**config.mk**
```make
export PLATFORM = sky130hd
export DESIGN_NAME = search_key_utf8_normalizer_flat
export DESIGN_NICKNAME = d
export VERILOG_FILES = /design/src/sv/skun_pkg.sv /design/src/sv/skun_text_if.sv /design/src/sv/skun_key_if.sv /design/src/sv/skun_front.sv /design/src/sv/skun_queue.sv /design/src/sv/skun_back.sv /design/src/sv/search_key_utf8_normalizer.sv /design/src/flat_wrapper.sv
export SDC_FILE = /design/constraint.sdc
export NUM_CORES = 1
export LEC_CHECK = 0
export BUFFER_PORTS_ARGS = -buffer_cell sky130_fd_sc_hd__buf_2
export CAP_MARGIN = 25
export CORE_MARGIN = 2
export CORE_UTILIZATION = 57
export DETAILED_ROUTE_END_ITERATION = 10
export PLACE_DENSITY = 0.78
export SETUP_SLACK_MARGIN = 0.1
export SLEW_MARGIN = 10
export SYNTH_ARGS = -nofsm -noshare
export SYNTH_HDL_FRONTEND = slang
export SYNTH_HIERARCHICAL = 1
export SYNTH_SLANG_ARGS = --single-unit
```
**constraint.sdc**
```tcl
create_clock -name clk -period 3.9 [get_ports clk]
set_clock_uncertainty 0.05 [all_clocks]
set_input_delay 0.195 -clock clk [delete_from_list [all_inputs] [get_ports clk]]
set_output_delay 0.195 -clock clk [all_outputs]
set_load 0.05 [all_outputs]
```
**src/sv/skun_pkg.sv**
```systemverilog
`timescale 1ns / 1ps
`default_nettype none
// ----------------------------------------------------------------------------
// Search key normaliser package
// Beat types, code point constants and the normalise/encode functions.
// ----------------------------------------------------------------------------
package skun_pkg;

	localparam logic [20:0] CP_REPL       = 21'h00FFFD;
	localparam logic [20:0] CP_UPPER_A    = 21'h000041;
	localparam logic [20:0] CP_UPPER_Z    = 21'h00005A;
	localparam logic [20:0] CP_HYPHEN     = 21'h00002D;
	localparam logic [20:0] CP_APOS       = 21'h000027;
	localparam logic [20:0] CP_SPACE      = 21'h000020;
	localparam logic [20:0] CP_IDEO_COMMA = 21'h003001;
	localparam logic [20:0] CP_IDEO_STOP  = 21'h003002;
	localparam logic [20:0] CP_WAVE_DASH  = 21'h00301C;
	localparam logic [20:0] CP_KANA_LO    = 21'h0030A0;
	localparam logic [20:0] CP_KANA_HI    = 21'h0030FF;
	localparam logic [20:0] CP_WIDE_LO    = 21'h00FF00;
	localparam logic [20:0] CP_WIDE_HI    = 21'h00FF9F;
	localparam logic [20:0] CP_CASE_GAP   = 21'h000020;

	localparam logic [7:0] REPL_B0 = 8'hEF;
	localparam logic [7:0] REPL_B1 = 8'hBF;
	localparam logic [7:0] REPL_B2 = 8'hBD;

	typedef struct packed {
		logic [7:0] in_byte;
		logic       end_of_text;
	} text_beat_t;

	typedef struct packed {
		logic [7:0] out_byte;
		logic       byte_valid;
		logic       final_result;
	} key_beat_t;

	typedef struct packed {
		logic        rep;
		logic        cp_valid;
		logic [20:0] cp;
		logic        last;
	} cmd_t;

	typedef struct packed {
		logic        keep;
		logic [20:0] cp;
	} norm_t;

	typedef struct packed {
		logic [3:0][7:0] b;
		logic [2:0]      n;
	} enc_t;

	function automatic logic [15:0] kana_fold(input logic [6:0] idx);
		logic [15:0] m;
		case (idx)
			7'd1:  m = 16'h30A2;
			7'd3:  m = 16'h30A4;
			7'd5:  m = 16'h30A6;
			7'd7:  m = 16'h30A8;
			7'd9:  m = 16'h30AA;
			7'd12: m = 16'h30AB;
			7'd14: m = 16'h30AD;
			7'd16: m = 16'h30AF;
			7'd18: m = 16'h30B1;
			7'd20: m = 16'h30B3;
			7'd22: m = 16'h30B5;
			7'd24: m = 16'h30B7;
			7'd26: m = 16'h30B9;
			7'd28: m = 16'h30BB;
			7'd30: m = 16'h30BD;
			7'd32: m = 16'h30BF;
			7'd34: m = 16'h30C1;
			7'd35: m = 16'h30C4;
			7'd37: m = 16'h30C4;
			7'd39: m = 16'h30C6;
			7'd41: m = 16'h30C8;
			7'd48: m = 16'h30CF;
			7'd49: m = 16'h30CF;
			7'd51: m = 16'h30D2;
			7'd52: m = 16'h30D2;
			7'd54: m = 16'h30D5;
			7'd55: m = 16'h30D5;
			7'd57: m = 16'h30D8;
			7'd58: m = 16'h30D8;
			7'd60: m = 16'h30DB;
			7'd61: m = 16'h30DB;
			7'd67: m = 16'h30E4;
			7'd69: m = 16'h30E6;
			7'd71: m = 16'h30E8;
			7'd78: m = 16'h30EF;
			7'd84: m = 16'h30A6;
			7'd85: m = 16'h30AB;
			7'd86: m = 16'h30B1;
			7'd87: m = 16'h30EF;
			7'd88: m = 16'h30F0;
			7'd89: m = 16'h30F1;
			7'd90: m = 16'h30F2;
			default: m = 16'h0000;
		endcase
		return m;
	endfunction

	function automatic norm_t normalise(input logic [20:0] cp);
		norm_t       r;
		logic [15:0] m;
		logic [20:0] off;
		r.keep = 1'b1;
		r.cp   = cp;
		off    = cp - CP_KANA_LO;
		m      = kana_fold(off[6:0]);
		if (cp >= CP_UPPER_A && cp <= CP_UPPER_Z) begin
			r.cp = cp + CP_CASE_GAP;
		end else if (cp == CP_HYPHEN) begin
			r.cp = CP_SPACE;
		end else if (cp == CP_APOS) begin
			r.keep = 1'b0;
		end else if (cp == CP_IDEO_COMMA) begin
			r.cp = 21'h00002C;
		end else if (cp == CP_IDEO_STOP) begin
			r.cp = 21'h00002E;
		end else if (cp == CP_WAVE_DASH) begin
			r.cp = 21'h00007E;
		end else if (cp >= CP_KANA_LO && cp <= CP_KANA_HI) begin
			if (m != 16'h0000) begin
				r.cp = {5'b0, m};
			end
		end else if (cp >= CP_WIDE_LO && cp <= CP_WIDE_HI) begin
			r.cp = cp - CP_WIDE_LO + CP_SPACE;
		end
		return r;
	endfunction

	function automatic enc_t encode(input logic [20:0] cp);
		enc_t e;
		e.b = '0;
		if (cp < 21'h000080) begin
			e.b[0] = cp[7:0];
			e.n    = 3'd1;
		end else if (cp < 21'h000800) begin
			e.b[0] = {3'b110, cp[10:6]};
			e.b[1] = {2'b10, cp[5:0]};
			e.n    = 3'd2;
		end else if (cp < 21'h010000) begin
			e.b[0] = {4'b1110, cp[15:12]};
			e.b[1] = {2'b10, cp[11:6]};
			e.b[2] = {2'b10, cp[5:0]};
			e.n    = 3'd3;
		end else begin
			e.b[0] = {5'b11110, cp[20:18]};
			e.b[1] = {2'b10, cp[17:12]};
			e.b[2] = {2'b10, cp[11:6]};
			e.b[3] = {2'b10, cp[5:0]};
			e.n    = 3'd4;
		end
		return e;
	endfunction

endpackage
`default_nettype wire

```
**src/sv/skun_text_if.sv**
```systemverilog
`timescale 1ns / 1ps
`default_nettype none
// ----------------------------------------------------------------------------
// Source text channel
// Valid/ready channel carrying one UTF-8 source byte per beat.
// ----------------------------------------------------------------------------
interface skun_text_if
	import skun_pkg::*;
	();
	logic       valid;
	logic       ready;
	text_beat_t payload;

	modport source (output valid, output payload, input ready);
	modport sink   (input valid, input payload, output ready);
endinterface
`default_nettype wire

```
**src/sv/skun_key_if.sv**
```systemverilog
`timescale 1ns / 1ps
`default_nettype none
// ----------------------------------------------------------------------------
// Normalised key channel
// Valid/ready channel carrying one normalised byte or end marker per beat.
// ----------------------------------------------------------------------------
interface skun_key_if
	import skun_pkg::*;
	();
	logic      valid;
	logic      ready;
	key_beat_t payload;

	modport source (output valid, output payload, input ready);
	modport sink   (input valid, input payload, output ready);
endinterface
`default_nettype wire

```
**src/sv/skun_front.sv**
```systemverilog
`timescale 1ns / 1ps
`default_nettype none
// ----------------------------------------------------------------------------
// Normaliser front end
// Decodes UTF-8 beats to code points and queues a command for each beat that
// completes a code point, is malformed or ends the text.
module skun_front
	import skun_pkg::*;
(
	input  wire logic   clk,
	input  wire logic   arst_n,
	skun_text_if.sink   text,
	input  wire logic   full,
	output logic        push,
	output cmd_t        cmd
);

	logic [1:0]  cl_q;
	logic [20:0] part_q;

	logic [7:0]  b;
	logic        e;
	logic        acc;
	logic        st_emit, st_bad;
	logic [1:0]  st_cl;
	logic [20:0] st_part;
	logic [7:0]  lo, hi;
	logic [20:0] joined;
	logic        rep, bad, cpv;
	logic [1:0]  nxt_cl;
	logic [20:0] nxt_part;

	assign b          = text.payload.in_byte;
	assign e          = text.payload.end_of_text;
	assign text.ready = !full;
	assign acc        = text.valid && !full;
	assign joined     = {part_q[14:0], b[5:0]};

	always_comb begin
		st_emit = !b[7];
		st_bad  = 1'b0;
		st_cl   = 2'd0;
		st_part = '0;
		if (b[7]) begin
			if (b < 8'hC2) begin
				st_bad = 1'b1;
			end else if (b < 8'hE0) begin
				st_part = {16'b0, b[4:0]};
				st_cl   = 2'd1;
			end else if (b < 8'hF0) begin
				st_part = {17'b0, b[3:0]};
				st_cl   = 2'd2;
			end else if (b < 8'hF5) begin
				st_part = {18'b0, b[2:0]};
				st_cl   = 2'd3;
			end else begin
				st_bad = 1'b1;
			end
		end
	end

	always_comb begin
		lo = 8'h80;
		hi = 8'hBF;
		if (cl_q == 2'd3) begin
			if (part_q == 21'd0) begin
				lo = 8'h90;
			end else if (part_q == 21'd4) begin
				hi = 8'h8F;
			end
		end else if (cl_q == 2'd2 && part_q < 21'h10) begin
			if (part_q == 21'd0) begin
				lo = 8'hA0;
			end else if (part_q == 21'hD) begin
				hi = 8'h9F;
			end
		end
	end

	always_comb begin
		rep      = 1'b0;
		bad      = 1'b0;
		cpv      = 1'b0;
		cmd.cp   = {13'b0, b};
		nxt_cl   = cl_q;
		nxt_part = part_q;
		if (cl_q != 2'd0) begin
			if (b >= lo && b <= hi) begin
				nxt_cl = cl_q - 2'd1;
				if (cl_q == 2'd1) begin
					cpv      = 1'b1;
					cmd.cp   = joined;
					nxt_part = '0;
				end else begin
					nxt_part = joined;
				end
			end else if (b < 8'h80 || b > 8'hBF) begin
				rep      = 1'b1;
				cpv      = st_emit;
				nxt_cl   = st_cl;
				nxt_part = st_part;
			end else begin
				bad      = 1'b1;
				nxt_cl   = 2'd0;
				nxt_part = '0;
			end
		end else begin
			cpv      = st_emit;
			bad      = st_bad;
			nxt_cl   = st_cl;
			nxt_part = st_part;
		end
		if (e) begin
			if (nxt_cl != 2'd0 && !rep) begin
				bad = 1'b1;
			end
			nxt_cl   = 2'd0;
			nxt_part = '0;
		end
		cmd.rep      = rep || bad;
		cmd.cp_valid = cpv;
		cmd.last     = e;
		push         = acc && (rep || bad || cpv || e);
	end

	always_ff @(posedge clk or negedge arst_n) begin
		if (!arst_n) begin
			cl_q   <= 2'd0;
			part_q <= '0;
		end else if (acc) begin
			cl_q   <= nxt_cl;
			part_q <= nxt_part;
		end
	end

endmodule
`default_nettype wire

```
**src/sv/skun_queue.sv**
```systemverilog
`timescale 1ns / 1ps
`default_nettype none
// ----------------------------------------------------------------------------
// Command queue
// Short FIFO of decoded commands between the front and back ends.
// ----------------------------------------------------------------------------
module skun_queue
	import skun_pkg::*;
#(
	parameter int DEPTH = 4
) (
	input  wire logic clk,
	input  wire logic arst_n,
	input  wire logic push,
	input  wire cmd_t push_cmd,
	output logic      full,
	input  wire logic pop,
	output cmd_t      head,
	output logic      head_valid
);

	localparam int PtrW = (DEPTH > 1) ? $clog2(DEPTH) : 1;
	localparam int CntW = $clog2(DEPTH + 1);

	cmd_t            slot_q [DEPTH];
	logic [PtrW-1:0] wr_q, rd_q;
	logic [CntW-1:0] count_q;

	assign full       = (count_q == CntW'(DEPTH));
	assign head_valid = (count_q != '0);
	assign head       = slot_q[rd_q];

	always_ff @(posedge clk) begin
		if (push) begin
			slot_q[wr_q] <= push_cmd;
		end
	end

	always_ff @(posedge clk or negedge arst_n) begin
		if (!arst_n) begin
			wr_q    <= '0;
			rd_q    <= '0;
			count_q <= '0;
		end else begin
			if (push) begin
				wr_q <= (wr_q == PtrW'(DEPTH - 1)) ? '0 : wr_q + PtrW'(1);
			end
			if (pop) begin
				rd_q <= (rd_q == PtrW'(DEPTH - 1)) ? '0 : rd_q + PtrW'(1);
			end
			case ({push, pop})
				2'b10:   count_q <= count_q + CntW'(1);
				2'b01:   count_q <= count_q - CntW'(1);
				default: count_q <= count_q;
			endcase
		end
	end

	a_no_overflow: assert property (@(posedge clk) disable iff (!arst_n)
		full |-> !push)
		else $error("queue written while full");

	a_no_underflow: assert property (@(posedge clk) disable iff (!arst_n)
		pop |-> head_valid)
		else $error("queue read while empty");

endmodule
`default_nettype wire

```
**src/sv/skun_back.sv**
```systemverilog
`timescale 1ns / 1ps
`default_nettype none
// ----------------------------------------------------------------------------
// Normaliser back end
// Normalises and re-encodes each command, then sends its bytes one per beat.
// ----------------------------------------------------------------------------
module skun_back
	import skun_pkg::*;
(
	input  wire logic  clk,
	input  wire logic  arst_n,
	input  wire cmd_t  head,
	input  wire logic  head_valid,
	output logic       pop,
	skun_key_if.source key
);

	logic            busy_q;
	logic [1:0]      idx_q;
	logic [3:0][7:0] buf_q;
	logic [2:0]      n_q;
	logic            last_q;
	logic            marker_q;

	norm_t           nrm;
	enc_t            enc;
	logic [3:0][7:0] nb;
	logic [2:0]      nn;
	logic [2:0]      sum;
	logic            is_last_byte;
	logic            take, done, free;

	assign nrm = normalise(head.cp);
	assign enc = encode(nrm.cp);
	assign sum = 3'd3 + enc.n;

	always_comb begin
		nb = enc.b;
		nn = (head.cp_valid && nrm.keep) ? enc.n : 3'd0;
		if (head.rep) begin
			nb[0] = REPL_B0;
			nb[1] = REPL_B1;
			nb[2] = REPL_B2;
			nb[3] = enc.b[0];
			if (head.cp_valid && nrm.keep) begin
				nn = (sum > 3'd4) ? 3'd4 : sum;
			end else begin
				nn = 3'd3;
			end
		end
	end

	assign is_last_byte = ({1'b0, idx_q} == n_q - 3'd1);
	assign take         = busy_q && key.ready;
	assign done         = take && is_last_byte;
	assign free         = !busy_q || done;
	assign pop          = head_valid && free;

	assign key.valid                = busy_q;
	assign key.payload.out_byte     = marker_q ? 8'h00 : buf_q[idx_q];
	assign key.payload.byte_valid   = !marker_q;
	assign key.payload.final_result = last_q && is_last_byte;

	always_ff @(posedge clk or negedge arst_n) begin
		if (!arst_n) begin
			busy_q <= 1'b0;
			idx_q  <= 2'd0;
		end else if (pop) begin
			busy_q <= (nn != 3'd0) || head.last;
			idx_q  <= 2'd0;
		end else if (done) begin
			busy_q <= 1'b0;
		end else if (take) begin
			idx_q <= idx_q + 2'd1;
		end
	end

	always_ff @(posedge clk) begin
		if (pop) begin
			buf_q    <= nb;
			last_q   <= head.last;
			marker_q <= (nn == 3'd0);
			n_q      <= (nn == 3'd0) ? 3'd1 : nn;
		end
	end

	a_idx_in_range: assert property (@(posedge clk) disable iff (!arst_n)
		busy_q |-> ({1'b0, idx_q} < n_q))
		else $error("byte index beyond loaded count");

	a_marker_is_last: assert property (@(posedge clk) disable iff (!arst_n)
		(busy_q && marker_q) |-> (last_q && n_q == 3'd1))
		else $error("bare end marker without end of string");

endmodule
`default_nettype wire

```
**src/sv/search_key_utf8_normalizer.sv**
```systemverilog
`timescale 1ns / 1ps
`default_nettype none
// Path: a command is registered in the queue, then in the back end's buffer.
// Throughput: one source byte per cycle in while the queue is not full, one
// output byte per cycle out while the sink is ready; a command holds the byte
// sequencer until its up to 4 beats are sent; the queue absorbs the difference.
// Reset: clears decode state, empties the queue and idles the output; no
// clearing pass.
// ----------------------------------------------------------------------------
// Search key UTF-8 normaliser
// Decode front end, command queue and normalise/encode back end.
// ----------------------------------------------------------------------------
module search_key_utf8_normalizer
	import skun_pkg::*;
#(
	parameter int QUEUE_DEPTH = 4
) (
	input  wire logic  clk,
	input  wire logic  arst_n,
	skun_text_if.sink  text,
	skun_key_if.source key
);

	logic push, full, pop, head_valid;
	cmd_t push_cmd, head;

	skun_front u_front (
		.clk    (clk),
		.arst_n (arst_n),
		.text   (text),
		.full   (full),
		.push   (push),
		.cmd    (push_cmd)
	);

	skun_queue #(
		.DEPTH (QUEUE_DEPTH)
	) u_queue (
		.clk        (clk),
		.arst_n     (arst_n),
		.push       (push),
		.push_cmd   (push_cmd),
		.full       (full),
		.pop        (pop),
		.head       (head),
		.head_valid (head_valid)
	);

	skun_back u_back (
		.clk        (clk),
		.arst_n     (arst_n),
		.head       (head),
		.head_valid (head_valid),
		.pop        (pop),
		.key        (key)
	);

endmodule
`default_nettype wire

```
**src/flat_wrapper.sv**
```systemverilog
// flat-port wrapper written by rule: the top's interface ports become plain ports
module search_key_utf8_normalizer_flat import skun_pkg::*;
#(
	parameter int QUEUE_DEPTH = 4
)
  (clk, arst_n, text_valid, text_payload, text_ready, key_valid, key_payload, key_ready);
  skun_text_if text_i ();
  skun_key_if key_i ();
  input  wire logic clk;
  input  wire logic arst_n;
  input wire logic [$bits(text_i.valid)-1:0] text_valid;
  input wire logic [$bits(text_i.payload)-1:0] text_payload;
  output wire logic [$bits(text_i.ready)-1:0] text_ready;
  output wire logic [$bits(key_i.valid)-1:0] key_valid;
  output wire logic [$bits(key_i.payload)-1:0] key_payload;
  input wire logic [$bits(key_i.ready)-1:0] key_ready;
  assign text_i.valid = text_valid;
  assign text_i.payload = text_payload;
  assign text_ready = text_i.ready;
  assign key_valid = key_i.valid;
  assign key_payload = key_i.payload;
  assign key_i.ready = key_ready;
  search_key_utf8_normalizer #(.QUEUE_DEPTH(QUEUE_DEPTH)) u_core (.clk(clk), .arst_n(arst_n), .text(text_i), .key(key_i));
endmodule
```
Word level (Yosys, flattened, before mapping)

Memories as Yosys holds them, arrays and structs flattened.
Index checks and enable logic that the tools add are counted.

Flip-flop bits (word level): 70
Bits in read-only memories: 1,280
Logic and storage cells: 188
Memories kept: 2
RAM bits: 96
Output and inout port bits: 12

Memory list:

| memory                | depth | width | rd ports | clocked after memory_dff | write ports | RTL line         | RTL |
|---|---|---|---|---|---|---|---|
| (no name shown)       | 128   | 10    | 1        | 0                        | 0           | skun_pkg.sv:58   | `case (idx)` |
| u_core.u_queue.slot_q | 4     | 24    | 1        | 0                        | 1           | skun_queue.sv:25 | `cmd_t slot_q [DEPTH];` |

Reductions and logical operators: 36
Add/sub/neg operators: 12
Muxes and demuxes: 85
Eq/ne operators: 17
$lt $le $gt $ge: 20

Operators with widths:

| cell                                                                           | count |
|---|---|
| 21-bit two-way mux                                                             | 17 |
| 21-bit by 14-bit equality test with 1-bit output, second input constant        | 3 |
| 21-bit by 6-bit adder with 21-bit output, second input constant                | 2 |
| 21-bit by 6-bit equality test with 1-bit output, second input constant         | 2 |
| 6-bit two-way mux                                                              | 7 |
| 8-bit less-than comparator, second input constant                              | 5 |
| 8-bit two-way mux                                                              | 5 |
| 32-bit two-way mux                                                             | 1 |
| 2-bit two-way mux                                                              | 14 |
| 25-bit two-way mux                                                             | 1 |
| 1-bit two-way mux                                                              | 24 |
| 24-bit two-way mux                                                             | 1 |
| 21-bit by 3-bit equality test with 1-bit output, second input constant         | 1 |
| 21-bit by 4-bit equality test with 1-bit output, second input constant         | 1 |
| 21-bit by 14-bit >= comparator with 1-bit output, second input constant        | 1 |
| 21-bit by 16-bit >= comparator with 1-bit output, second input constant        | 1 |
| 21-bit by 7-bit >= comparator with 1-bit output, second input constant         | 1 |
| 21-bit by 14-bit <= comparator with 1-bit output, second input constant        | 1 |
| 21-bit by 16-bit <= comparator with 1-bit output, second input constant        | 1 |
| 21-bit by 7-bit <= comparator with 1-bit output, second input constant         | 1 |
| 21-bit zero test                                                               | 1 |
| 21-bit by 12-bit less-than comparator with 1-bit output, second input constant | 1 |
| 21-bit by 17-bit less-than comparator with 1-bit output, second input constant | 1 |
| 21-bit by 5-bit less-than comparator with 1-bit output, second input constant  | 1 |
| 35 further kinds                                                               | 76 |

Logic depth before layout (Yosys ltp)

Gate-level depths: netlist of the first run.
An unclocked memory read counts as a cell.

Depth after elaboration: 24
Gate-level depth with buffers: 17
Depth with buffers taken out: 17

By module

Netlist of the first run, hierarchy kept.

By module, submodules not included:

| module     | instances | cells each | area an instance (µm²) | seq. area each (µm²) |
|---|---|---|---|---|
| skun_back  | 1         | 471        | 4,090.2                | 1,126.1 |
| skun_queue | 1         | 161        | 3,920.0                | 3,057.9 |
| skun_front | 1         | 150        | 1,506.4                | 575.6 |

Worst setup path before layout of the first run

No wires, ideal clock.

Path kind: reg2reg
From: register u_core.u_queue.rd_q[0]
To: register u_core/u_back/buf_q[28] (netlist bit), data pin
Slack: -0.354 ns
Setup time: 0.264 ns
Cell stages (with the launch flop): 16
Buffers on the path: 3
Clock period less this slack: 4.254 ns
Data arrival time: 3.940 ns
Cell sequence: dfrtp_1 > buf_6 > mux4_1 > clkbuf_1 > inv_1 > ha_1 > buf_6 > mux2_2 > a211o_1 > and3_1 > or4_4 > nor4_4 > a21boi_1 > mux2i_2 > a221oi_2 > o31ai_2

RTL lines:

| what                     | RTL line         | RTL |
|---|---|---|
| start: declaration       | skun_queue.sv:26 | `logic [PtrW-1:0] wr_q, rd_q;` |
| start signal: assignment | skun_queue.sv:49 | `rd_q <= (rd_q == PtrW'(DEPTH - 1)) ? '0 : rd_q + PtrW'(1);` |
| end signal: assignment   | skun_back.sv:80  | `buf_q <= nb;` |
| end: declaration         | skun_back.sv:20  | `logic [3:0][7:0] buf_q;` |

==> results of run 1 <==
==> registers in the layout, indices dropped and copies added (netlist names) <==
signal	cells
u_core/u_back/buf_q	30
u_core/u_back/key.valid	1
u_core/u_front/cl_q	2
u_core/u_queue/rd_q	2
u_core/u_back/idx_q	2
u_core/u_queue/wr_q	2
u_core/u_queue/slot_q	96
u_core/u_back/n_q	3
u_core/u_back/last_q	1
u_core/u_queue/count_q	3
u_core/u_front/part_q	21
u_core/u_back/marker_q	1
==> layout by cell type (no fill, tap or decap), types with 10 or more instances in the layout <==
cell / instances
o21ai_0: 17
dfrtp_1: 31
inv_1: 23
nand4_1: 10
buf_4: 160
buf_2: 24
edfxtp_1: 131
and2_1: 24
nand2_1: 44
clkbuf_16: 18
a22o_1: 19
nand2b_1: 14
a31oi_1: 10
ha_1: 22
nor2_1: 34
nand3_1: 21
mux4_2: 28
and3_1: 10
a21oi_1: 22
nor3_1: 16
buf_6: 10
==> power by group through the flow <==
stage | logic, mW | registers (mW) | clock network, mW
2_1_floorplan | 3.57 | 2.44 | 0
3_3_place_gp | 5.57 | 2.51 | 0
3_5_place_dp | 5.67 | 2.54 | 0
4_1_cts | 6.11 | 2.50 | 1.77
5_1_grt | 7.07 | 2.54 | 1.84
6_report | 6.68 | 2.50 | 1.75
==> what timing repair did <==
action                     4_1_cts  5_1_grt
gates cloned                     0        1
buffers inserted                17       14
hold endpoints to repair        34        0
gates resized for setup         61       51
pin swaps                       36       27
hold buffers                     2        0
setup endpoints to repair       35       35
==> cells by family (layout without fill, tap and decap cells) <==
family / count (synthesis) / count (layout) / share of synthesized area (%)
compound gates: 189 / 189 / 15.2
fa+ha+maj: 31 / 31 / 4.15
buf+inv: 88 / 269 / 4.80
flops: 164 / 164 / 50.0
simple gates: 260 / 260 / 16.1
mux: 44 / 44 / 9.11
xor+xnor: 6 / 6 / 0.552
==> path summary, 6_finish.rpt <==
kind	startpoint	to	slack (ns)	depth (start not counted)
max reg2reg	u_core/u_queue/rd_q[0]$_DFFE_PN0P_	u_core/u_back/buf_q[29]$_DFFE_PP_	-0.25	15
min reg2reg	u_core/u_front/part_q[20]$_DFFE_PN0P_	u_core/u_front/part_q[20]$_DFFE_PN0P_	0.47	1
min in group asynchronous	arst_n	u_core/u_queue/count_q[1]$_DFFE_PN0P_	0.31	2
max	u_core/u_queue/rd_q[0]$_DFFE_PN0P_	u_core/u_back/buf_q[29]$_DFFE_PP_	-0.25	15
max in group asynchronous	arst_n	u_core/u_queue/rd_q[1]$_DFFE_PN0P_	2.94	2
min	text_payload[3]	u_core/u_queue/slot_q[1][3]$_DFFE_PP_	0.04	1
==> per-layer routing <==
layer  track usage, %  routed length [um]
met1             38.2               10400
met2             50.3               13300
met3             4.53                1560
met4             11.9                 688
met5                0                   0
==> final cells by class <==
type / instances / area share, %
multi-input cells: 530 / 39.0
repair buffers: 206 / 13.5
clock inverters: 15 / 1.68
well taps: 220 / 2.25
inverters: 31 / 1.06
flip-flops and latches: 164 / 39.0
clock buffers: 17 / 3.48
==> metrics by stage <==
| stage | TNS (ns) | hold slack, ns | total power, mW |
|---|---|---|---|
| final | -3.80 | 0.0392 | 10.9 |
| after global routing | -7.23 | 0.0470 | 11.5 |
| after CTS | -1.89 | 0.0218 | 10.4 |
| after detailed placement | -4.89 | 0.257 | 8.20 |
| after global placement | -3.41 | 0.248 | 8.08 |
| after floorplan | -0.0198 | -0.151 | 6.02 |
==> summary.txt, run 1 <==
Place
  – Placed Instances: 1120
  – Pre-CTS WS: -0.253 ns
  – Post-Place Cell Area: around 11000 um^2
  – Port bufs: 24
  – DP HPWL: around 18000 um
  – Routability cong.: about 0.97

Finish
  – Post-route insts no fill: 1183
  – Post-layout instance area: roughly 12000 um^2
  – Area taken by multi-input logic gates: between 4000 and 5000 um^2
  – Fillcell total: 1011
  – Register area: approximately 4800 um^2
  – Share of post-route cells with drive strength above 1: 39.8%
  – Total Nets Final: between 900 and 1000
  – Final design utilization: between 70% and 80%
  – Ant diodes: 0
  – Synthesis-to-layout area growth: 28.4%

Job
  – MaxCap Viol Count: 0

STA
  – RSZ-0062 raised after global routing: yes
  – Tmin final: between 4 and 5 ns
  – Least-Margin Pin Slew: slightly below 0.8 ns
  – Fin. max-slew vios: 0
  – Final Hold Viols: 0
  – Final WS setup: -0.247 ns
  – Period utilization: 106%
  – F_max: ~240 MHz
  – Max-slew headroom: 48.6%
  – Setup Viol. Count Final: 28

Synth
  – Synth warn: 6
  – Synth Instances: about 780
  – Post-Syn Nets: just over 800
  – Cell variety after synth: about 100
  – Register area share after synthesis: roughly half
  – Mapped Avg Cell Area: ~12 um^2
  – Post-synth EDFFs: 131
  – Post-synth top cells: 131 x edfxtp_1, 46 x nand2_1, 37 x nor2_1
  – Post-synth top area cell: edfxtp_1
  – #FFs+latches synth: ~160
  – Top cells by area, synth: edfxtp_1 41%, dfrtp_1 8.7%, mux4_2 5.9%, ha_1 3.9%, nand2_1 1.8%
  – Area of the mapped netlist: 9520 um^2
  – Top cell type's share of synthesized area: 41.3%
  – Most frequent cell after synthesis: edfxtp_1
  – Post-synth top flop: edfxtp_1
  – Ys async rst share: approximately a fifth

Floorplan
  – Die H: approximately 130 um
  – Die ar.: ~18000 um^2
  – Core area: approximately 16000 um^2
  – Die W: roughly 130 um
  – Initial Utilization: between 50% and 60%
  – Io pins: 25
  – FP Rows: between 40 and 50

Global route
  – Remaining global-route overflow: 0
  – GRT Util Overall: between 20% and 30%
  – Initial antenna violation count: 0
  – Largest net degree at the start of global routing: 38
  – First-pass GRT wire length: 40400 um
  – Vias in the first global route: ~7600

Clock network
  – H-tree Lvls: 4
  – CTS tree: yes
  – Worst skew pair latency: 0.44 ns
  – CTS root buf: clkbuf_16
  – Clock-pin slew on the worst setup and hold paths: about 0.070 ns
  – Num CTS Buffers: 17
  – Clock sink count: roughly 160
  – Max clock buf depth: 2

Critical path
  – Critical-path cell list: buf_12, mux4_2, ha_4, buf_4, buf_6, and4b_1, o31ai_1, o2111a_1, o211ai_1, nor4_4, buf_4, a21oi_2, o311ai_4, nand2_2, a31oi_1
  – Critical path class: flip-flop to flip-flop
  – Crit Path Max Fanout: 6
  – Crit start category: flip-flop
  – WP data required: 4.12 ns
  – Max incr delay on CP: roughly 0.62 ns
  – Critical path's most frequent cell: buf_4
  – Worst path bufs/invs: 4
  – Crit path DAT: approximately 4.4 ns
  – CP max-delay cell: mux4_2
  – CP delay by family, top: compound AO/OA/AOI/OAI gates
  – CP endpoint kind: flip-flop

Routing
  – Via density per instance: 6.46
  – Via count: between 7000 and 8000
  – Routed WL per cell: approximately 22 um
  – Initial drt markers: 734
  – ANT nets after route: 0
  – # DRC: 0
  – Pre-antenna DRT Iters: 6
  – Final WL: 25900 um

Pwr
  – Power Density: 895 nW/um^2
  – VDD IR max: about 460 uV
  – P_int: 6.34 mW
  – Flop pwr share: between 20% and 30%
  – Combinational share of power: between 60 and 70%
  – Clock power frac: roughly 16%
  – Net Sw Frac: a little over two fifths
  – Sw power: about 4.6 mW
  – Lkg Pwr: 4.72 nW

Outcome
  – Status: finished with violations
  – Failing checks: setup timing

Min path
  – HP Class: input pin to flip-flop
Power figures use the tool's default switching activity.
==> run 2: changes to the inputs <==
--- a/config.mk
+++ b/config.mk
@@ -15,5 +15,4 @@
 export SLEW_MARGIN = 10
 export SYNTH_ARGS = -nofsm -noshare
 export SYNTH_HDL_FRONTEND = slang
-export SYNTH_HIERARCHICAL = 1
 export SYNTH_SLANG_ARGS = --single-unit
==> run 2 against run 1 <==
The flow still finishes with violations (setup timing). Global-route usage rose by 1.9 points. Cell area is 2.2% higher. Sequential share of layout area shrank 0.82 points. Utilization increased by 4.7 points. Non-clock buffer count up 27. First-iteration DRC count increased by 24%. Combinational power is 4.5% lower.
==> summary.txt, run 2 <==
Outcome
  – Status: finished with violations
  – Failing checks: setup timing

Floorplan
  – FP Rows: between 40 and 50
  – Initial Utilization: 57.9%
  – Die H: around 130 um
  – Die W: 131 um
  – Io pins: 25
  – Core area: 15800 um^2
  – Die ar.: about 17000 um^2

Critical path
  – Crit Path Max Fanout: 4
  – Max incr delay on CP: ~0.56 ns
  – CP max-delay cell: mux4_2
  – CP delay by family, top: compound AO/OA/AOI/OAI gates
  – Crit start category: flip-flop
  – Critical path class: flip-flop to flip-flop
  – Worst path bufs/invs: 4
  – Crit path DAT: around 4.4 ns
  – Critical-path cell list: buf_6, mux4_2, inv_2, ha_4, inv_2, mux2_4, a211o_1, o22ai_2, nor2_4, o32a_4, buf_6, o41ai_4, a31oi_1, o31a_1, o211a_1, o32ai_2
  – WP data required: about 4 ns
  – CP endpoint kind: flip-flop

Pwr
  – Flop pwr share: a little under a quarter
  – Lkg Pwr: slightly below 5 nW
  – Combinational share of power: approximately three fifths
  – VDD IR max: approximately 450 uV
  – Power Density: about 850 nW/um^2
  – Sw power: 4.37 mW
  – Total power draw: 10.6 mW
  – P_int: roughly 6.2 mW
  – Clock power frac: between 15 and 20%
  – Net Sw Frac: ~41%

Synth
  – Post-synth top area cell: edfxtp_1
  – Synth Instances: between 700 and 800
  – Post-synth EDFFs: about 130
  – Area of the mapped netlist: roughly 9200 um^2
  – Cell variety after synth: between 80 and 90
  – Top cells by area, synth: edfxtp_1 43%, dfrtp_1 9.0%, mux4_2 5.9%, ha_1 4.1%, nand2_1 2.8%
  – #FFs+latches synth: ~160
  – Post-Syn Nets: 815
  – Synth warn: 0
  – Post-synth top flop: edfxtp_1
  – Most frequent cell after synthesis: edfxtp_1
  – Top cell type's share of synthesized area: between 40% and 50%
  – Mapped Avg Cell Area: between 10 and 15 um^2
  – Ys async rst share: 20.1%
  – Post-synth top cells: 131 x edfxtp_1, 68 x nand2_1, 42 x a21oi_1
  – Register area share after synthesis: between 50 and 60%

STA
  – Tmin final: approximately 4.2 ns
  – Least-Margin Pin Slew: between 1 and 1.5 ns
  – Max-slew headroom: a little under a third
  – Setup_tns: -4.71 ns
  – Setup Viol. Count Final: 30
  – RSZ-0062 raised after global routing: yes
  – F_max: 239 MHz
  – Final Hold Viols: 0
  – Fin. max-slew vios: 0
  – Final WS setup: -0.290 ns
  – Period utilization: 107%

Clock network
  – H-tree Lvls: 4
  – Clock sink count: roughly 160
  – CTS tree: yes
  – Worst skew pair latency: between 0.4 and 0.5 ns
  – Clock-pin slew on the worst setup and hold paths: 0.07 ns
  – Num CTS Buffers: 17
  – CTS root buf: clkbuf_16
  – Max clock buf depth: 2

Routing
  – Via count: just under 8000
  – Via density per instance: around 6.5
  – Pre-antenna DRT Iters: 5
  – # DRC: 0
  – Final WL: 27900 um
  – Routed WL per cell: approximately 23 um
  – ANT nets after route: 0
  – Initial drt markers: 910

Finish
  – Final design utilization: roughly 79%
  – Commonest non-fill, non-tap cell in the layout: buf_4
  – Synthesis-to-layout area growth: 36.1%
  – Ant diodes: 0
  – Fillcell total: around 880
  – Total Nets Final: between 1000 and 1500
  – Max FFs per register: 96
  – Biggest regs: u_core.u_queue.slot_q x96, u_core.u_back.buf_q x30, u_core.u_front.part_q x21
  – Share of post-route cells with drive strength above 1: about 43%
  – Highest-count cells in the layout ignoring fill and taps: 168 x buf_4, 131 x edfxtp_1, 60 x nand2_1, 31 x nor2_1, 31 x dfrtp_1
  – Most flops, register: u_core.u_queue.slot_q

Place
  – DP HPWL: about 17000 um
  – Port bufs: 24
  – Routability cong.: roughly 0.93

Job
  – MaxCap Viol Count: 0

Global route
  – Remaining global-route overflow: 0
  – GRT Util Overall: between 30% and 40%
  – Largest net degree at the start of global routing: 40
  – First-pass GRT wire length: about 40000 um
  – Initial antenna violation count: 0
  – Vias in the first global route: 7444

Min path
  – HP Class: input pin to flip-flop
-- run 2: cell count changes after synthesis, sizes merged, moves of 7 or more --
cell,before,now
inv,31,40
a221o,9,2
nand3,26,15
buf,31,15
a21oi,28,43
nand2,47,68
and2,29,22
o21ai,28,42
-- run 2: timing repair --
item | in CTS | in global routing
pin swaps | 31 | 44
endpoints found under the hold margin | 45 | 0
resized for setup | 76 | 85
buffers inserted | 19 | 31
setup endpoints to repair | 132 | 132
cloned | 5 | 2
hold buffers | 4 | 0
-- run 2: layout make-up --
| type | count | area (um^2) | share of cell area (%) |
|---|---|---|---|
| Clock buffer | 20 | 468 | 3.75 |
| Clock inverter | 12 | 135 | 1.08 |
| Inverter | 40 | 155 | 1.24 |
| Multi-Input combinational cell | 528 | 4720 | 37.8 |
| Sequential cell | 164 | 4760 | 38.2 |
| Tap cell | 216 | 270 | 2.17 |
| Timing Repair Buffer | 233 | 1970 | 15.8 |
-- run 2: cells by family after synthesis --
kind of cell / Yosys count / share of synthesized area, %
fa+ha+maj: 31 / 4.31
buf+inv: 80 / 3.71
compound gates: 193 / 15.0
flops: 164 / 51.9
mux: 52 / 10.4
xor+xnor: 8 / 0.764
simple gates: 243 / 13.9
-- run 2: power by group through the flow --
stage	clock network (mW)	registers, mW	logic [mW]
2_1_floorplan	0	2.44	3.35
3_3_place_gp	0	2.50	5.01
4_1_cts	1.70	2.51	5.70
6_report	1.72	2.51	6.38
3_5_place_dp	0	2.54	5.08
5_1_grt	1.78	2.54	6.77
-- run 2: through the flow --
stage | instances | instance area, um^2 | setup slack (ns) | hold WS (ns)
finish | 1213 | 12500 | -0.290 | 0.0621
CTS | 1181 | 11900 | -0.159 | 0.0223
global placement | 1121 | 10700 | -0.220 | 0.256
detailed placement | 1121 | 10700 | -0.355 | 0.274
global route | 1213 | 12500 | -0.420 | 0.0667
floorplan | 771 | 9320 | -0.319 | -0.151
-- run 2: worst paths after layout --
check,startpoint,to,slack [ns],cells past startpoint
max reg2reg,u_core.u_queue.rd_q[0]$_DFFE_PN0P_,u_core.u_back.buf_q[24]$_DFFE_PP_,-0.29,16
min reg2reg,u_core.u_queue.count_q[2]$_DFFE_PN0P_,u_core.u_queue.count_q[2]$_DFFE_PN0P_,0.49,1
max in group asynchronous,arst_n,u_core.u_queue.rd_q[0]$_DFFE_PN0P_,2.87,2
min,text_payload[5],u_core.u_queue.slot_q[0][5]$_DFFE_PP_,0.06,1
min in group asynchronous,arst_n,u_core.u_queue.count_q[1]$_DFFE_PN0P_,0.35,2
max,u_core.u_queue.rd_q[0]$_DFFE_PN0P_,u_core.u_back.buf_q[24]$_DFFE_PP_,-0.29,16
-- run 2: routing by layer --
metal	up-vias	track usage, %	share of wire, %
met2	422	53.2	51
met4	0	12.3	3.3
li1	3421	-	-
met1	3904	40.3	38
met3	88	5.78	6.8
met5	-	0	0
==> run 3: changes to the inputs <==
--- a/config.mk
+++ b/config.mk
@@ -8,7 +8,7 @@
 export BUFFER_PORTS_ARGS = -buffer_cell sky130_fd_sc_hd__buf_2
 export CAP_MARGIN = 25
 export CORE_MARGIN = 2
-export CORE_UTILIZATION = 57
+export CORE_UTILIZATION = 60
 export DETAILED_ROUTE_END_ITERATION = 10
 export PLACE_DENSITY = 0.78
 export SETUP_SLACK_MARGIN = 0.1
==> constraint.sdc (replaced) <==
create_clock -name clk -period 4.5 [get_ports clk]
set_clock_uncertainty 0.05 [all_clocks]
set_input_delay 0.225 -clock clk [delete_from_list [all_inputs] [get_ports clk]]
set_output_delay 0.225 -clock clk [all_outputs]
set_load 0.05 [all_outputs]
==> run 3 against run 2 <==
Global-route usage down 2.7 points. Register-to-register slack better by 0.53 ns. Clock-buffer cell count up 2. Highest routed layer unchanged. Cell area down 15%. Via count down 11%. Non-clock buffer count down 143. The flow now finishes without violations.
==> summary.txt, run 3 (synthesis gave the netlist of run 2 again) <==
Clock network
  – Worst skew pair latency: around 0.43 ns
  – Clock-pin slew on the worst setup and hold paths: around 0.060 ns
  – CTS tree: yes
  – CTS root buf: clkbuf_16
  – Num CTS Buffers: 17
  – Clock sink count: around 160
  – Max clock buf depth: 2
  – H-tree Lvls: 4

Outcome
  – Status: complete, no violations

Critical path
  – CP endpoint kind: flip-flop
  – Crit start category: flip-flop
  – Crit path DAT: 4.45 ns
  – Critical path's most frequent cell: buf_4
  – Worst path bufs/invs: 4
  – Max incr delay on CP: roughly 0.59 ns
  – Crit Path Max Fanout: 13
  – R2R Setup Slk: ~0.24 ns
  – CP delay by family, top: compound AO/OA/AOI/OAI gates
  – Critical path class: flip-flop to flip-flop
  – WP data required: approximately 4.7 ns
  – Critical-path cell list: buf_12, mux4_2, buf_4, buf_4, nor2b_1, o2111ai_1, and4_1, a31oi_1, nand3b_1, buf_4, o41ai_4, a31oi_1, o31a_1, o211a_1, o32ai_2
  – CP max-delay cell: mux4_2

STA
  – Hold Slack: 0.0221 ns
  – Tmin final: around 4.3 ns
  – F_max: roughly 230 MHz
  – Final WS setup: between 0.2 and 0.25 ns
  – Setup Viol. Count Final: 0
  – RSZ-0062 raised after global routing: yes
  – Least-Margin Pin Slew: 0.763 ns
  – Fin. max-slew vios: 0
  – Period utilization: a little over nine tenths
  – Final Hold Viols: 0
  – Max-slew headroom: roughly half

Global route
  – Remaining global-route overflow: 0
  – First-pass GRT wire length: approximately 36000 um
  – Vias in the first global route: ~6800
  – Initial antenna violation count: 0
  – Largest net degree at the start of global routing: 40
  – GRT Util Overall: 28.7%

Finish
  – Most flops, register: u_core.u_queue.slot_q
  – Max FFs per register: 96
  – Final design utilization: a little over two thirds
  – Ant diodes: 0
  – Total Nets Final: approximately 900
  – Post-route insts no fill: ~1000
  – Synthesis-to-layout area growth: 15.3%
  – Commonest non-fill, non-tap cell in the layout: edfxtp_1
  – Share of post-route cells with drive strength above 1: a little under a quarter
  – Highest-count cells in the layout ignoring fill and taps: 131 x edfxtp_1, 68 x nand2_1, 58 x buf_4, 37 x inv_1, 37 x a21oi_1
  – Biggest regs: u_core.u_queue.slot_q x96, u_core.u_back.buf_q x30, u_core.u_front.part_q x21

Place
  – Routability cong.: 0.987
  – Placed Instances: a little under 1000
  – Port bufs: 24
  – Pre-CTS WS: -0.148 ns
  – DP HPWL: roughly 15000 um

Pwr
  – Lkg Pwr: 4.05 nW
  – VDD IR max: 389 uV
  – Total power draw: slightly below 8 mW
  – Power Density: roughly 730 nW/um^2

Routing
  – Pre-antenna DRT Iters: 8
  – ANT nets after route: 0
  – Routed WL per cell: 21.8 um
  – Initial drt markers: between 700 and 800
  – # DRC: 0
  – Final WL: between 20000 and 25000 um
  – Via density per instance: between 6 and 7
  – Via count: 6958

Floorplan
  – Die W: between 100 and 150 um
  – Die ar.: 16300 um^2
  – Core area: between 15000 and 20000 um^2
  – FP Rows: 45
  – Io pins: 25
  – Initial Utilization: a little over 60%
  – Die H: 128 um

Min path
  – HP Class: input pin to flip-flop

Job
  – MaxCap Viol Count: 0
-- run 3: worst paths after layout --
check,start,to,depth (start not counted)
min in group asynchronous,arst_n,u_core.u_back.idx_q[1]$_DFFE_PN0P_,2
min,text_payload[3],u_core.u_queue.slot_q[3][3]$_DFFE_PP_,1
max reg2reg,u_core.u_queue.rd_q[0]$_DFFE_PN0P_,u_core.u_back.buf_q[24]$_DFFE_PP_,15
max,u_core.u_queue.rd_q[0]$_DFFE_PN0P_,u_core.u_back.buf_q[24]$_DFFE_PP_,15
min reg2reg,u_core.u_queue.count_q[1]$_DFFE_PN0P_,u_core.u_queue.count_q[1]$_DFFE_PN0P_,2
max in group asynchronous,arst_n,u_core.u_queue.rd_q[0]$_DFFE_PN0P_,2
-- run 3: where the power goes --
part | internal (mW) | switching, mW | leakage, nW
clock network | 0.831 | 0.608 | 0.295
registers | 2.01 | 0.167 | 1.64
logic | 1.70 | 2.41 | 2.12
-- run 3: repair_timing --
item,in CTS,in global routing
resized for setup,5,23
setup endpoints to repair,5,22
pin swaps,0,8
cloned,0,1
endpoints found under the hold margin,34,0
hold buffers,2,0
buffers inserted,4,12
-- run 3: cell type report --
type / instances / area (um^2)
fill: 1050 / 4510
sequential: 164 / 4760
clock buffer: 22 / 518
timing repair buffer: 90 / 678
inverter: 40 / 150
tap: 188 / 235
multi-input combinational: 527 / 4160
clock inverter: 10 / 77.6
-- run 3: per-stage QoR --
step / TNS, ns / cell area, um^2
after floorplan: 0 / 9180
after global placement: 0 / 9730
after detailed placement: -0.148 / 9730
after CTS: 0 / 10400
after global routing: 0 / 10600
final: 0 / 10600
-- run 3: metal layers --
metal / global-route usage, % / share of wire, % / vias up
met3: 5.90 / 6.8 / 81
met1: 37.5 / 40 / 3405
met4: 12.5 / 3.8 / 0
met5: 0 / 0 / -
li1: - / - / 3124
met2: 46.8 / 49 / 348
